$ cat src/hdl/mtep_pkg.sv
// ----------------------------------------------------------------------------
// MIDI track event parser package
// Shared types, constants and helper functions for the track event parser.
// ----------------------------------------------------------------------------
package mtep_pkg;

    // Default limit on the length of a variable-length quantity, in bytes.
    localparam int MAX_VLQ_BYTES_DEF = 4;

    // Field widths.
    localparam int VLQ_W  = 28;
    localparam int BYTE_W = 8;

    // Record kinds.
    localparam logic [2:0] KIND_CHANNEL = 3'd0;
    localparam logic [2:0] KIND_SYSEX   = 3'd1;
    localparam logic [2:0] KIND_META    = 3'd2;
    localparam logic [2:0] KIND_PAYLOAD = 3'd3;
    localparam logic [2:0] KIND_ERROR   = 3'd4;

    // Error codes.
    localparam logic [1:0] ERR_NONE     = 2'd0;
    localparam logic [1:0] ERR_VLQ_LONG = 2'd1;
    localparam logic [1:0] ERR_STATUS   = 2'd2;

    // Status bytes and masks.
    localparam logic [7:0] ST_SYSEX      = 8'hf0;
    localparam logic [7:0] ST_SYSEX_CONT = 8'hf7;
    localparam logic [7:0] ST_META       = 8'hff;
    localparam logic [7:0] META_EOT      = 8'h2f;
    localparam logic [7:0] MASK_HIGH     = 8'hf0;
    localparam logic [7:0] MASK_LOW      = 8'h0f;
    localparam logic [7:0] MASK_DATA     = 8'h7f;

    // Parser phase.
    typedef enum logic [2:0] {
        PH_IDLE,
        PH_DELTA,
        PH_STATUS,
        PH_PARAM1,
        PH_PARAM2,
        PH_METATYPE,
        PH_LENGTH,
        PH_PAYLOAD
    } phase_t;

    // Parser state carried from byte to byte (the VLQ byte count is kept apart,
    // as its width follows the VLQ length limit).
    typedef struct packed {
        phase_t               phase;
        logic [VLQ_W-1:0]     vlq_accum;
        logic [BYTE_W-1:0]    running_status;
        logic [BYTE_W-1:0]    current_status;
        logic [VLQ_W-1:0]     held_delta;
        logic [BYTE_W-1:0]    held_param;
        logic [BYTE_W-1:0]    held_meta_kind;
        logic [VLQ_W-1:0]     bytes_left;
    } parse_state_t;

    // One result record.
    typedef struct packed {
        logic [2:0]           record_kind;
        logic [VLQ_W-1:0]     delta_ticks;
        logic [BYTE_W-1:0]    event_status;
        logic [3:0]           channel;
        logic [BYTE_W-1:0]    param_one;
        logic [BYTE_W-1:0]    param_two;
        logic [BYTE_W-1:0]    meta_kind;
        logic [VLQ_W-1:0]     payload_length;
        logic [BYTE_W-1:0]    payload_byte;
        logic                 last;
        logic                 end_of_track;
        logic [1:0]           error_code;
    } record_t;

    // Channel status bytes 0x80 to 0xEF.
    function automatic logic is_chan_status(input logic [7:0] s);
        is_chan_status = s[7] && (s[6:4] != 3'b111);
    endfunction

    // Note off, note on, key pressure, controller and pitch bend take two
    // parameters.
    function automatic logic has_two_params(input logic [7:0] s);
        logic [7:0] n;
        n = s & MASK_HIGH;
        has_two_params = (n == 8'h80) || (n == 8'h90) || (n == 8'ha0) ||
                         (n == 8'hb0) || (n == 8'he0);
    endfunction

endpackage

$ cat src/hdl/midi_track_event_parser_top.sv
// Output: a result record appears on the master side in the cycle after the
// transfer of the byte that completes it.
// Throughput: one track byte per cycle, sustained; a waiting result does not
// stop the next byte unless the result register is full and not being taken.
// Reset: the parser returns to idle and ignores bytes until one arrives with
// the track start flag set; the result register is emptied.
// ----------------------------------------------------------------------------
// MIDI track event parser
// Decodes the event body of a standard MIDI file track, one byte a transfer,
// into channel event, sysex, meta, payload byte and error records.
// ----------------------------------------------------------------------------
module midi_track_event_parser_top #(
    parameter int MAX_VLQ_BYTES = mtep_pkg::MAX_VLQ_BYTES_DEF
) (
    input  logic         clk,
    input  logic         rst_n,
    // Input byte stream.
    input  logic         s_tvalid,
    output logic         s_tready,
    input  logic [7:0]   s_tdata,   // [7:0] data_byte
    input  logic         s_tuser,   // [0] track_start
    // Result records.
    output logic         m_tvalid,
    input  logic         m_tready,
    // [27:0] delta_ticks, [35:28] event_status, [39:36] channel,
    // [47:40] param_one, [55:48] param_two, [63:56] meta_kind,
    // [91:64] payload_length, [99:92] payload_byte, [103:100] zero
    output logic [103:0] m_tdata,
    // [2:0] record_kind, [3] end_of_track, [5:4] error_code
    output logic [5:0]   m_tuser,
    output logic         m_tlast    // last record of an event
);

    localparam int CNT_W = (MAX_VLQ_BYTES > 1) ? $clog2(MAX_VLQ_BYTES) : 1;

    mtep_pkg::parse_state_t state_reg;
    mtep_pkg::parse_state_t state_next;
    logic [CNT_W-1:0]       vlq_count_reg;
    logic [CNT_W-1:0]       vlq_count_next;
    logic                   rec_valid;
    mtep_pkg::record_t      rec;
    mtep_pkg::record_t      out_reg;
    logic                   out_valid_reg;
    logic                   in_xfer;

    // A byte is taken whenever the result register is free or being emptied.
    assign s_tready = !out_valid_reg || m_tready;
    assign in_xfer  = s_tvalid && s_tready;

    mtep_step #(
        .MAX_VLQ_BYTES (MAX_VLQ_BYTES),
        .CNT_W         (CNT_W)
    ) u_step (
        .state_cur      (state_reg),
        .vlq_count_cur  (vlq_count_reg),
        .data_byte      (s_tdata),
        .track_start    (s_tuser),
        .state_next     (state_next),
        .vlq_count_next (vlq_count_next),
        .rec_valid      (rec_valid),
        .rec            (rec)
    );

    // Parser state advances on every input transfer. The all-zero state is
    // the idle phase.
    always_ff @(posedge clk or negedge rst_n)
    begin
        if (!rst_n)
        begin
            state_reg     <= '0;
            vlq_count_reg <= '0;
        end
        else if (in_xfer)
        begin
            state_reg     <= state_next;
            vlq_count_reg <= vlq_count_next;
        end
    end

    // Result register valid flag.
    always_ff @(posedge clk or negedge rst_n)
    begin
        if (!rst_n)
        begin
            out_valid_reg <= 1'b0;
        end
        else if (in_xfer && rec_valid)
        begin
            out_valid_reg <= 1'b1;
        end
        else if (m_tready)
        begin
            out_valid_reg <= 1'b0;
        end
    end

    // Result register payload.
    always_ff @(posedge clk)
    begin
        if (in_xfer && rec_valid)
        begin
            out_reg <= rec;
        end
    end

    // Pack the record onto the master side.
    assign m_tvalid = out_valid_reg;
    assign m_tdata  = {4'd0,
                       out_reg.payload_byte,
                       out_reg.payload_length,
                       out_reg.meta_kind,
                       out_reg.param_two,
                       out_reg.param_one,
                       out_reg.channel,
                       out_reg.event_status,
                       out_reg.delta_ticks};
    assign m_tuser  = {out_reg.error_code, out_reg.end_of_track, out_reg.record_kind};
    assign m_tlast  = out_reg.last;

endmodule

$ cat src/hdl/mtep_step.sv
// ----------------------------------------------------------------------------
// MIDI track event parser step logic
// Combinational decode of one track byte against the current parser state:
// next state and at most one result record.
// ----------------------------------------------------------------------------
module mtep_step #(
    parameter int MAX_VLQ_BYTES = mtep_pkg::MAX_VLQ_BYTES_DEF,
    parameter int CNT_W         = (MAX_VLQ_BYTES > 1) ? $clog2(MAX_VLQ_BYTES) : 1
) (
    input  mtep_pkg::parse_state_t state_cur,
    input  logic [CNT_W-1:0]       vlq_count_cur,
    input  logic [7:0]             data_byte,
    input  logic                   track_start,
    output mtep_pkg::parse_state_t state_next,
    output logic [CNT_W-1:0]       vlq_count_next,
    output logic                   rec_valid,
    output mtep_pkg::record_t      rec
);

    localparam logic [CNT_W-1:0] CNT_LAST = CNT_W'(MAX_VLQ_BYTES - 1);

    mtep_pkg::parse_state_t st;
    logic [CNT_W-1:0]       cnt;
    logic [27:0]            acc_new;
    logic                   more;
    logic                   too_long;
    logic                   is_meta;
    logic                   eot;
    logic                   fin;

    always_comb
    begin
        // A track start clears everything before the byte is used.
        st  = state_cur;
        cnt = vlq_count_cur;
        if (track_start)
        begin
            st       = '0;
            st.phase = mtep_pkg::PH_DELTA;
            cnt      = '0;
        end

        state_next     = st;
        vlq_count_next = cnt;
        rec_valid      = 1'b0;
        rec            = '0;

        acc_new  = {st.vlq_accum[20:0], data_byte[6:0]};
        more     = data_byte[7];
        too_long = (cnt >= CNT_LAST);
        is_meta  = (st.current_status == mtep_pkg::ST_META);
        eot      = is_meta && (st.held_meta_kind == mtep_pkg::META_EOT);
        fin      = (st.bytes_left <= 28'd1);

        case (st.phase)
            // Delta time, seven bits a byte.
            mtep_pkg::PH_DELTA:
            begin
                state_next.vlq_accum = acc_new;
                if (!more)
                begin
                    state_next.held_delta = acc_new;
                    state_next.vlq_accum  = '0;
                    vlq_count_next        = '0;
                    state_next.phase      = mtep_pkg::PH_STATUS;
                end
                else if (too_long)
                begin
                    rec_valid        = 1'b1;
                    rec.record_kind  = mtep_pkg::KIND_ERROR;
                    rec.last         = 1'b1;
                    rec.error_code   = mtep_pkg::ERR_VLQ_LONG;
                    state_next.phase = mtep_pkg::PH_IDLE;
                end
                else
                begin
                    vlq_count_next = cnt + 1'b1;
                end
            end

            // Status byte, or a data byte under running status.
            mtep_pkg::PH_STATUS:
            begin
                if (!data_byte[7])
                begin
                    if (!mtep_pkg::is_chan_status(st.running_status))
                    begin
                        rec_valid        = 1'b1;
                        rec.record_kind  = mtep_pkg::KIND_ERROR;
                        rec.event_status = st.running_status;
                        rec.last         = 1'b1;
                        rec.error_code   = mtep_pkg::ERR_STATUS;
                        state_next.phase = mtep_pkg::PH_IDLE;
                    end
                    else
                    begin
                        state_next.current_status = st.running_status;
                        if (mtep_pkg::has_two_params(st.running_status))
                        begin
                            state_next.held_param = data_byte;
                            state_next.phase      = mtep_pkg::PH_PARAM2;
                        end
                        else
                        begin
                            rec_valid        = 1'b1;
                            rec.record_kind  = mtep_pkg::KIND_CHANNEL;
                            rec.delta_ticks  = st.held_delta;
                            rec.event_status = st.running_status & mtep_pkg::MASK_HIGH;
                            rec.channel      = st.running_status[3:0];
                            rec.param_one    = data_byte;
                            rec.last         = 1'b1;
                            state_next.phase = mtep_pkg::PH_DELTA;
                        end
                    end
                end
                else if (mtep_pkg::is_chan_status(data_byte))
                begin
                    state_next.running_status = data_byte;
                    state_next.current_status = data_byte;
                    state_next.phase          = mtep_pkg::PH_PARAM1;
                end
                else if ((data_byte == mtep_pkg::ST_SYSEX) ||
                         (data_byte == mtep_pkg::ST_SYSEX_CONT))
                begin
                    state_next.running_status = '0;
                    state_next.current_status = data_byte;
                    state_next.held_meta_kind = '0;
                    state_next.vlq_accum      = '0;
                    vlq_count_next            = '0;
                    state_next.phase          = mtep_pkg::PH_LENGTH;
                end
                else if (data_byte == mtep_pkg::ST_META)
                begin
                    state_next.running_status = '0;
                    state_next.current_status = data_byte;
                    state_next.phase          = mtep_pkg::PH_METATYPE;
                end
                else
                begin
                    rec_valid        = 1'b1;
                    rec.record_kind  = mtep_pkg::KIND_ERROR;
                    rec.event_status = data_byte;
                    rec.last         = 1'b1;
                    rec.error_code   = mtep_pkg::ERR_STATUS;
                    state_next.phase = mtep_pkg::PH_IDLE;
                end
            end

            // First parameter after an explicit status.
            mtep_pkg::PH_PARAM1:
            begin
                if (mtep_pkg::has_two_params(st.current_status))
                begin
                    state_next.held_param = data_byte;
                    state_next.phase      = mtep_pkg::PH_PARAM2;
                end
                else
                begin
                    rec_valid        = 1'b1;
                    rec.record_kind  = mtep_pkg::KIND_CHANNEL;
                    rec.delta_ticks  = st.held_delta;
                    rec.event_status = st.current_status & mtep_pkg::MASK_HIGH;
                    rec.channel      = st.current_status[3:0];
                    rec.param_one    = data_byte;
                    rec.last         = 1'b1;
                    state_next.phase = mtep_pkg::PH_DELTA;
                end
            end

            // Second parameter completes the channel event.
            mtep_pkg::PH_PARAM2:
            begin
                rec_valid        = 1'b1;
                rec.record_kind  = mtep_pkg::KIND_CHANNEL;
                rec.delta_ticks  = st.held_delta;
                rec.event_status = st.current_status & mtep_pkg::MASK_HIGH;
                rec.channel      = st.current_status[3:0];
                rec.param_one    = st.held_param;
                rec.param_two    = data_byte;
                rec.last         = 1'b1;
                state_next.phase = mtep_pkg::PH_DELTA;
            end

            // Meta event type byte.
            mtep_pkg::PH_METATYPE:
            begin
                state_next.held_meta_kind = data_byte;
                state_next.vlq_accum      = '0;
                vlq_count_next            = '0;
                state_next.phase          = mtep_pkg::PH_LENGTH;
            end

            // Payload length; its last byte gives the start record.
            mtep_pkg::PH_LENGTH:
            begin
                state_next.vlq_accum = acc_new;
                if (!more)
                begin
                    state_next.bytes_left = acc_new;
                    state_next.vlq_accum  = '0;
                    vlq_count_next        = '0;
                    rec_valid             = 1'b1;
                    rec.record_kind       = is_meta ? mtep_pkg::KIND_META
                                                    : mtep_pkg::KIND_SYSEX;
                    rec.delta_ticks       = st.held_delta;
                    rec.event_status      = st.current_status;
                    rec.meta_kind         = is_meta ? st.held_meta_kind : '0;
                    rec.payload_length    = acc_new;
                    if (acc_new == '0)
                    begin
                        rec.last         = 1'b1;
                        rec.end_of_track = eot;
                        state_next.phase = eot ? mtep_pkg::PH_IDLE : mtep_pkg::PH_DELTA;
                    end
                    else
                    begin
                        state_next.phase = mtep_pkg::PH_PAYLOAD;
                    end
                end
                else if (too_long)
                begin
                    rec_valid        = 1'b1;
                    rec.record_kind  = mtep_pkg::KIND_ERROR;
                    rec.last         = 1'b1;
                    rec.error_code   = mtep_pkg::ERR_VLQ_LONG;
                    state_next.phase = mtep_pkg::PH_IDLE;
                end
                else
                begin
                    vlq_count_next = cnt + 1'b1;
                end
            end

            // One record for each payload byte.
            mtep_pkg::PH_PAYLOAD:
            begin
                rec_valid             = 1'b1;
                rec.record_kind       = mtep_pkg::KIND_PAYLOAD;
                rec.delta_ticks       = st.held_delta;
                rec.event_status      = st.current_status;
                rec.meta_kind         = is_meta ? st.held_meta_kind : '0;
                rec.payload_byte      = data_byte;
                state_next.bytes_left = fin ? '0 : st.bytes_left - 28'd1;
                if (fin)
                begin
                    rec.last         = 1'b1;
                    rec.end_of_track = eot;
                    state_next.phase = eot ? mtep_pkg::PH_IDLE : mtep_pkg::PH_DELTA;
                end
            end

            default:
            begin
                state_next.phase = mtep_pkg::PH_IDLE;
            end
        endcase
    end

endmodule
$ cat config.mk
export PLATFORM = sky130hd
export DESIGN_NAME = midi_track_event_parser_top
export DESIGN_NICKNAME = d
export VERILOG_FILES = /design/src/hdl/mtep_pkg.sv /design/src/hdl/midi_track_event_parser_top.sv /design/src/hdl/mtep_step.sv
export SDC_FILE = /design/constraint.sdc
export NUM_CORES = 1
export LEC_CHECK = 0
export ABC_CLOCK_PERIOD_IN_PS = 9900
export BUFFER_PORTS_ARGS = -buffer_cell sky130_fd_sc_hd__buf_4
export CORE_MARGIN = 3
export CORE_UTILIZATION = 60
export CTS_BUF_LIST = sky130_fd_sc_hd__clkbuf_4
export DETAILED_ROUTE_END_ITERATION = 10
export MAX_ROUTING_LAYER = met4
export PLACE_DENSITY = 0.87
export SYNTH_ARGS = -nofsm -noshare
export SYNTH_HDL_FRONTEND = slang
export SYNTH_HIERARCHICAL = 1
export SYNTH_SLANG_ARGS = --single-unit
$ cat constraint.sdc
create_clock -name clk -period 9.9 [get_ports clk]
set_input_delay 0.99 -clock clk [delete_from_list [all_inputs] [get_ports clk]]
set_output_delay 0.99 -clock clk [all_outputs]
set_load 0.005 [all_outputs]
==> key figures, run 1 <==
Outcome
  – Status: completed

Routing
  – WL per Instance: 20.7 µm
  – Vias: 9500
  – DRT iter0 DRCs: 1096
  – WL final: 30.9 mm
  – Detail Route Antenna Nets: 0
  – Drt first pass iters: 6
  – Final routed DRC violation total: 0
  – Vias per Instance: 6.38

GRT
  – GRT Util Overall: 28.9%
  – Largest net degree at the start of global routing: 84
  – First-pass GRT wire length: 49.1 mm
  – Total grt overflow: 0
  – Vias in the first global route: 9141
  – Initial antenna violation count: 1

Pwr
  – Power Dens Cells: 168 nW/µm²
  – LEAKAGE: 6.09 nW
  – Tot Pwr: 2.30 mW
  – Peak VDD IR: 0.103 mV

STA
  – # setup viols final: 0
  – Final min period: 4770 ps
  – Final Slew Violations: 0
  – Max-slew headroom: 16.1%
  – Final Hold Fails: 0
  – Slew @ Worst Pin: 1260 ps
  – RSZ-0062 raised after global routing: no
  – Fmax: 210 MHz
  – Setup TNS: 0 ps
  – Final Skew: 45.3 ps
  – Fin crit share: 48.2%

Clocking
  – Post_cts resized: 0
  – Setup Fix Bufs, Post-CTS: 0
  – TritonCTS clock tree: yes
  – CTS sink cnt: 222
  – Clock buffer count from CTS: 54
  – Cts-stage hold buffer count: 0
  – Max Root-Sink Buffers: 3
  – CTS root buf: clkbuf_4
  – Clk Latency, worst-skew pair: 690 ps
  – H-tree level count: 2
  – Reg clk slew, reported paths: 70 ps

Setup path
  – Crit path kind: primary input to flip-flop
  – Reg2Reg Depth: 9
  – Worst setup SP type: primary input
  – Crit-path max FO: 83
  – Worst Setup End Kind: flip-flop
  – Reg2reg start: state_reg[116]
  – Setup slack, reg-to-reg: 5560 ps
  – Req. time, crit path: 10180 ps
  – Critical path arrival: 5050 ps
  – Crit Reg-Reg Endpoint: m_tdata[37]

Placed design
  – Port bufs: 121
  – Placer Congestion: 0.954
  – Hpwl dp: 19.8 mm

Yosys
  – Syn_area_per_cell: 11.2 µm²
  – Cells after Synth: 1066
  – Post-synthesis cell area: 12000 µm²
  – Synth warnings: 6

Job
  – Max_cap viols: 0

Floorplan
  – Die Ht: 147 µm
  – IO Count: 126
  – Die area: 21700 µm²
  – Die width: 147 µm
  – Starting Density: 61.3%
  – Core Rows: 51
  – Core ar.: 19500 µm²

Cells and area
  – Commonest non-fill, non-tap cells in the layout: buf_4 (133), dfrtp_1 (115), nand2_1 (109)
  – Total Nets Final: 1195
  – Most common cell after layout, fill and taps aside: buf_4
  – Layout cells sized above 1: 28.5%
  – Register area: 6090 µm²
  – Multi-input gate area: 5430 µm²
  – # fillers: 1445
  – Number of flip-flops under the largest register name: 112
  – Synth-to-layout area growth: 13.9%

Worst hold path
  – Worst hold path class: primary input to async pin
## critical path: stages
cell	delay [ps]
buf_4	360
nand2b_1	330
inv_1	110
ha_1	410
nand3_1	230
nor2_1	440
nor2_1	160
o211ai_1	150
nand2_1	140
nor2b_4	870
buf_4	780
## area by class of cell
type	count	share of cell area, %
diodes	1	0.0183
clock buffers	75	4.13
clock inverters	27	1.22
inverters	17	0.468
multi-input cells	748	39.8
flip-flops and latches	222	44.6
well taps	265	2.43
repair buffers	133	7.32
## power by group
part           internal (mW)  switching [mW]
clock                  0.408           0.372
combinational          0.171           0.230
sequential              1.05          0.0635
total                   1.63           0.666
## layer usage
layer	wire length (µm)	up-vias	global-route usage, %
met5	0	-	-
met4	1010	0	12.3
met3	2930	99	5.68
met2	14000	560	42.7
met1	12900	4621	39.4
li1	-	4220	-
## worst max-delay path by stage
stage	endpoint	from	cells after the start
after floorplan	m_tdata[0]	s_tuser	12
after global placement	m_tdata[17]	s_tuser	10
after detailed placement	m_tdata[17]	s_tuser	11
after CTS	m_tdata[37]	s_tuser	11
after global routing	m_tdata[32]	s_tuser	11
final	m_tdata[37]	s_tuser	11
## through the flow
stage                     setup WS [ps]  area [µm²]  utilization, %  hold slack [ps]  instances
after floorplan                    1760       12000               -              479       1069
after global placement             4720       12900            66.1              493       1385
after detailed placement           4540       12900            66.1              491       1385
after CTS                          5230       13600            69.9              365       1487
after global routing               4810       13600            69.9              409       1488
final                              5130       13600            69.9              394       1488
(Power assumes the default switching activity.)
==> run 2: changes to the inputs <==
--- a/config.mk
+++ b/config.mk
@@ -5,14 +5,14 @@
 export SDC_FILE = /design/constraint.sdc
 export NUM_CORES = 1
 export LEC_CHECK = 0
-export ABC_CLOCK_PERIOD_IN_PS = 9900
+export ABC_CLOCK_PERIOD_IN_PS = 4300
 export BUFFER_PORTS_ARGS = -buffer_cell sky130_fd_sc_hd__buf_4
 export CORE_MARGIN = 3
-export CORE_UTILIZATION = 60
+export CORE_UTILIZATION = 56
 export CTS_BUF_LIST = sky130_fd_sc_hd__clkbuf_4
 export DETAILED_ROUTE_END_ITERATION = 10
 export MAX_ROUTING_LAYER = met4
-export PLACE_DENSITY = 0.87
+export PLACE_DENSITY = 0.85
 export SYNTH_ARGS = -nofsm -noshare
 export SYNTH_HDL_FRONTEND = slang
 export SYNTH_HIERARCHICAL = 1
==> constraint.sdc (replaced) <==
create_clock -name clk -period 4.3 [get_ports clk]
set_input_delay 0.43 -clock clk [delete_from_list [all_inputs] [get_ports clk]]
set_output_delay 0.43 -clock clk [all_outputs]
set_load 0.005 [all_outputs]
==> key figures, run 2 (synthesized netlist as in run 1, its figures left out) <==
Outcome
  – Status: completed

Placed design
  – Port bufs: 121 (unchanged)
  – Placer Congestion: 0.975 (+2.2%)
  – Cell total after placement: 1406 (+1.5%)
  – Hpwl dp: 21.2 mm (+7.1%)

Clocking
  – Cts-stage hold buffer count: 1 (+1)
  – CTS sink cnt: 222 (unchanged)
  – Clock buffer count from CTS: 55 (+1.9%)
  – Setup Fix Bufs, Post-CTS: 0 (unchanged)
  – Post_cts resized: 0 (unchanged)
  – CTS root buf: clkbuf_4
  – Clk Latency, worst-skew pair: 690 ps (about the same)
  – TritonCTS clock tree: yes
  – Max Root-Sink Buffers: 3 (unchanged)
  – H-tree level count: 2 (unchanged)
  – Reg clk slew, reported paths: 70 ps (about the same)

GRT
  – Total grt overflow: 0 (unchanged)
  – GRT Util Overall: 28.0% (-0.92 points)
  – First-pass GRT wire length: 51.3 mm (+4.5%)
  – Vias in the first global route: 9173 (+0.35%)
  – Initial antenna violation count: 1 (unchanged)
  – Largest net degree at the start of global routing: 82 (-2.4%)

STA
  – Max-slew headroom: 37.7% (+22 points)
  – Final hold slack: 210 ps (-184 ps)
  – Final Hold Fails: 0 (unchanged)
  – Fmax: 291 MHz
  – # setup viols final: 0 (unchanged)
  – Fin crit share: 80.0%
  – RSZ-0062 raised after global routing: no
  – Slew @ Worst Pin: 932 ps (-326 ps)
  – Setup TNS: 0 ps (unchanged)
  – Final Skew: 53.2 ps (+7.82 ps)
  – Final min period: 3440 ps
  – Final Slew Violations: 0 (unchanged)

Worst hold path
  – Worst hold path class: primary input to flip-flop

Cells and area
  – Commonest non-fill, non-tap cells in the layout: buf_4 (147), dfrtp_1 (115), nand2_1 (109)
  – Synth-to-layout area growth: 15.2%
  – # fillers: 1586 (+9.8%)
  – Total Nets Final: 1213 (+1.5%)
  – Non-filler cells in the finished layout: 1510 (+1.5%)
  – Number of flip-flops under the largest register name: 112 (unchanged)
  – Layout cells sized above 1: 29.0% (+0.52 points)
  – Most common cell after layout, fill and taps aside: buf_4

Routing
  – WL per Instance: 21.3 µm (+2.6%)
  – DRT iter0 DRCs: 1188 (+8.4%)
  – Vias: 9468 (-0.34%)
  – Drt first pass iters: 9 (+3)
  – WL final: 32.1 mm (+4.1%)
  – Final routed DRC violation total: 0 (unchanged)
  – Vias per Instance: 6.27 (-1.8%)
  – Detail Route Antenna Nets: 0 (unchanged)

Floorplan
  – Starting Density: 58.1% (-3.3 points)
  – Die Ht: 152 µm (+3.4%)
  – Core ar.: 20600 µm² (+5.6%)
  – Die area: 23200 µm² (+6.8%)
  – Core Rows: 52 (+2.0%)
  – IO Count: 126 (unchanged)
  – Die width: 152 µm (+3.4%)

Setup path
  – Worst setup SP type: flip-flop
  – Crit-path max FO: 37 (-55%)
  – Critical path arrival: 3770 ps (-1280 ps)
  – CP Capture Point: m_tdata[68]
  – Reg2reg start: state_reg[116]
  – Crit path kind: flip-flop to flip-flop
  – Crit Reg-Reg Endpoint: m_tdata[68]
  – CP startpoint: state_reg[116]
  – Worst Setup End Kind: flip-flop
  – Setup slack, reg-to-reg: 860 ps (-4700 ps)
  – Req. time, crit path: 4630 ps (-5550 ps)
  – Reg2Reg Depth: 9 (unchanged)

Pwr
  – LEAKAGE: 6.16 nW (+1.2%)
  – Power Dens Cells: 384 nW/µm² (+130%)
  – Peak VDD IR: 0.170 mV (+66%)

Job
  – Max_cap viols: 0 (unchanged)
## run 2: changes by cell type in the layout (fill, tap and decap cells not counted)
| cell | before | now |
|---|---|---|
| diode_2 | 1 | 2 |
| clkinv_2 | 6 | 4 |
| clkinv_1 | 18 | 22 |
| buf_12 | 0 | 2 |
| buf_4 | 133 | 147 |
| clkbuf_4 | 75 | 72 |
| dlygate4sd3_1 | 0 | 1 |
## run 2: area by class of cell
type / count / area, µm² / share of cell area [%]
multi-input cells: 748 / 5430 / 39.4
clock buffers: 72 / 541 / 3.92
clock inverters: 29 / 171 / 1.24
diodes: 2 / 5.00 / 0.0363
inverters: 17 / 63.8 / 0.463
well taps: 270 / 338 / 2.45
flip-flops and latches: 222 / 6090 / 44.2
repair buffers: 150 / 1150 / 8.36
## run 2: where the power goes
group	switching, mW	total, mW	internal (mW)
Combinational	0.544	0.958	0.413
Clock	0.854	1.76	0.911
Sequential	0.150	2.57	2.42
Total	1.55	5.30	3.75
## run 2: through the flow
stage	worst slack, ps	utilization, %	cell area (µm²)	total power [mW]
4_1_cts	868	66.8	13800	5.32
6_report	862	66.9	13800	5.30
2_1_floorplan	2.04	-	12000	3.18
5_1_grt	564	66.9	13800	5.54
3_3_place_gp	764	63.3	13100	3.52
3_5_place_dp	567	63.3	13100	3.55
## run 2: metal layers
layer  vias to the layer above  wire (µm)  track usage, %
met2                       567      14800            41.8
met3                        71       3250            5.68
met5                         -          0               -
met4                         0        690            8.39
li1                       4276          -               -
met1                      4554      13400            39.0
## run 2: critical path, stage by stage, from the launching register on
cell,delay [ps]
dfrtp_1,420
nor2_1,240
ha_1,460
nand3_1,240
nor2_1,450
nor2_1,140
o211ai_1,130
nand2_1,140
nor2b_4,510
buf_12,320
## run 2: how the worst min path moves through the flow
stage,end,cells past startpoint,from
after CTS,m_tvalid,3,m_tready
after detailed placement,m_tvalid,1,rst_n
after floorplan,m_tvalid,0,rst_n
final,m_tvalid,3,m_tready
after global routing,m_tvalid,3,m_tready
after global placement,m_tvalid,1,rst_n
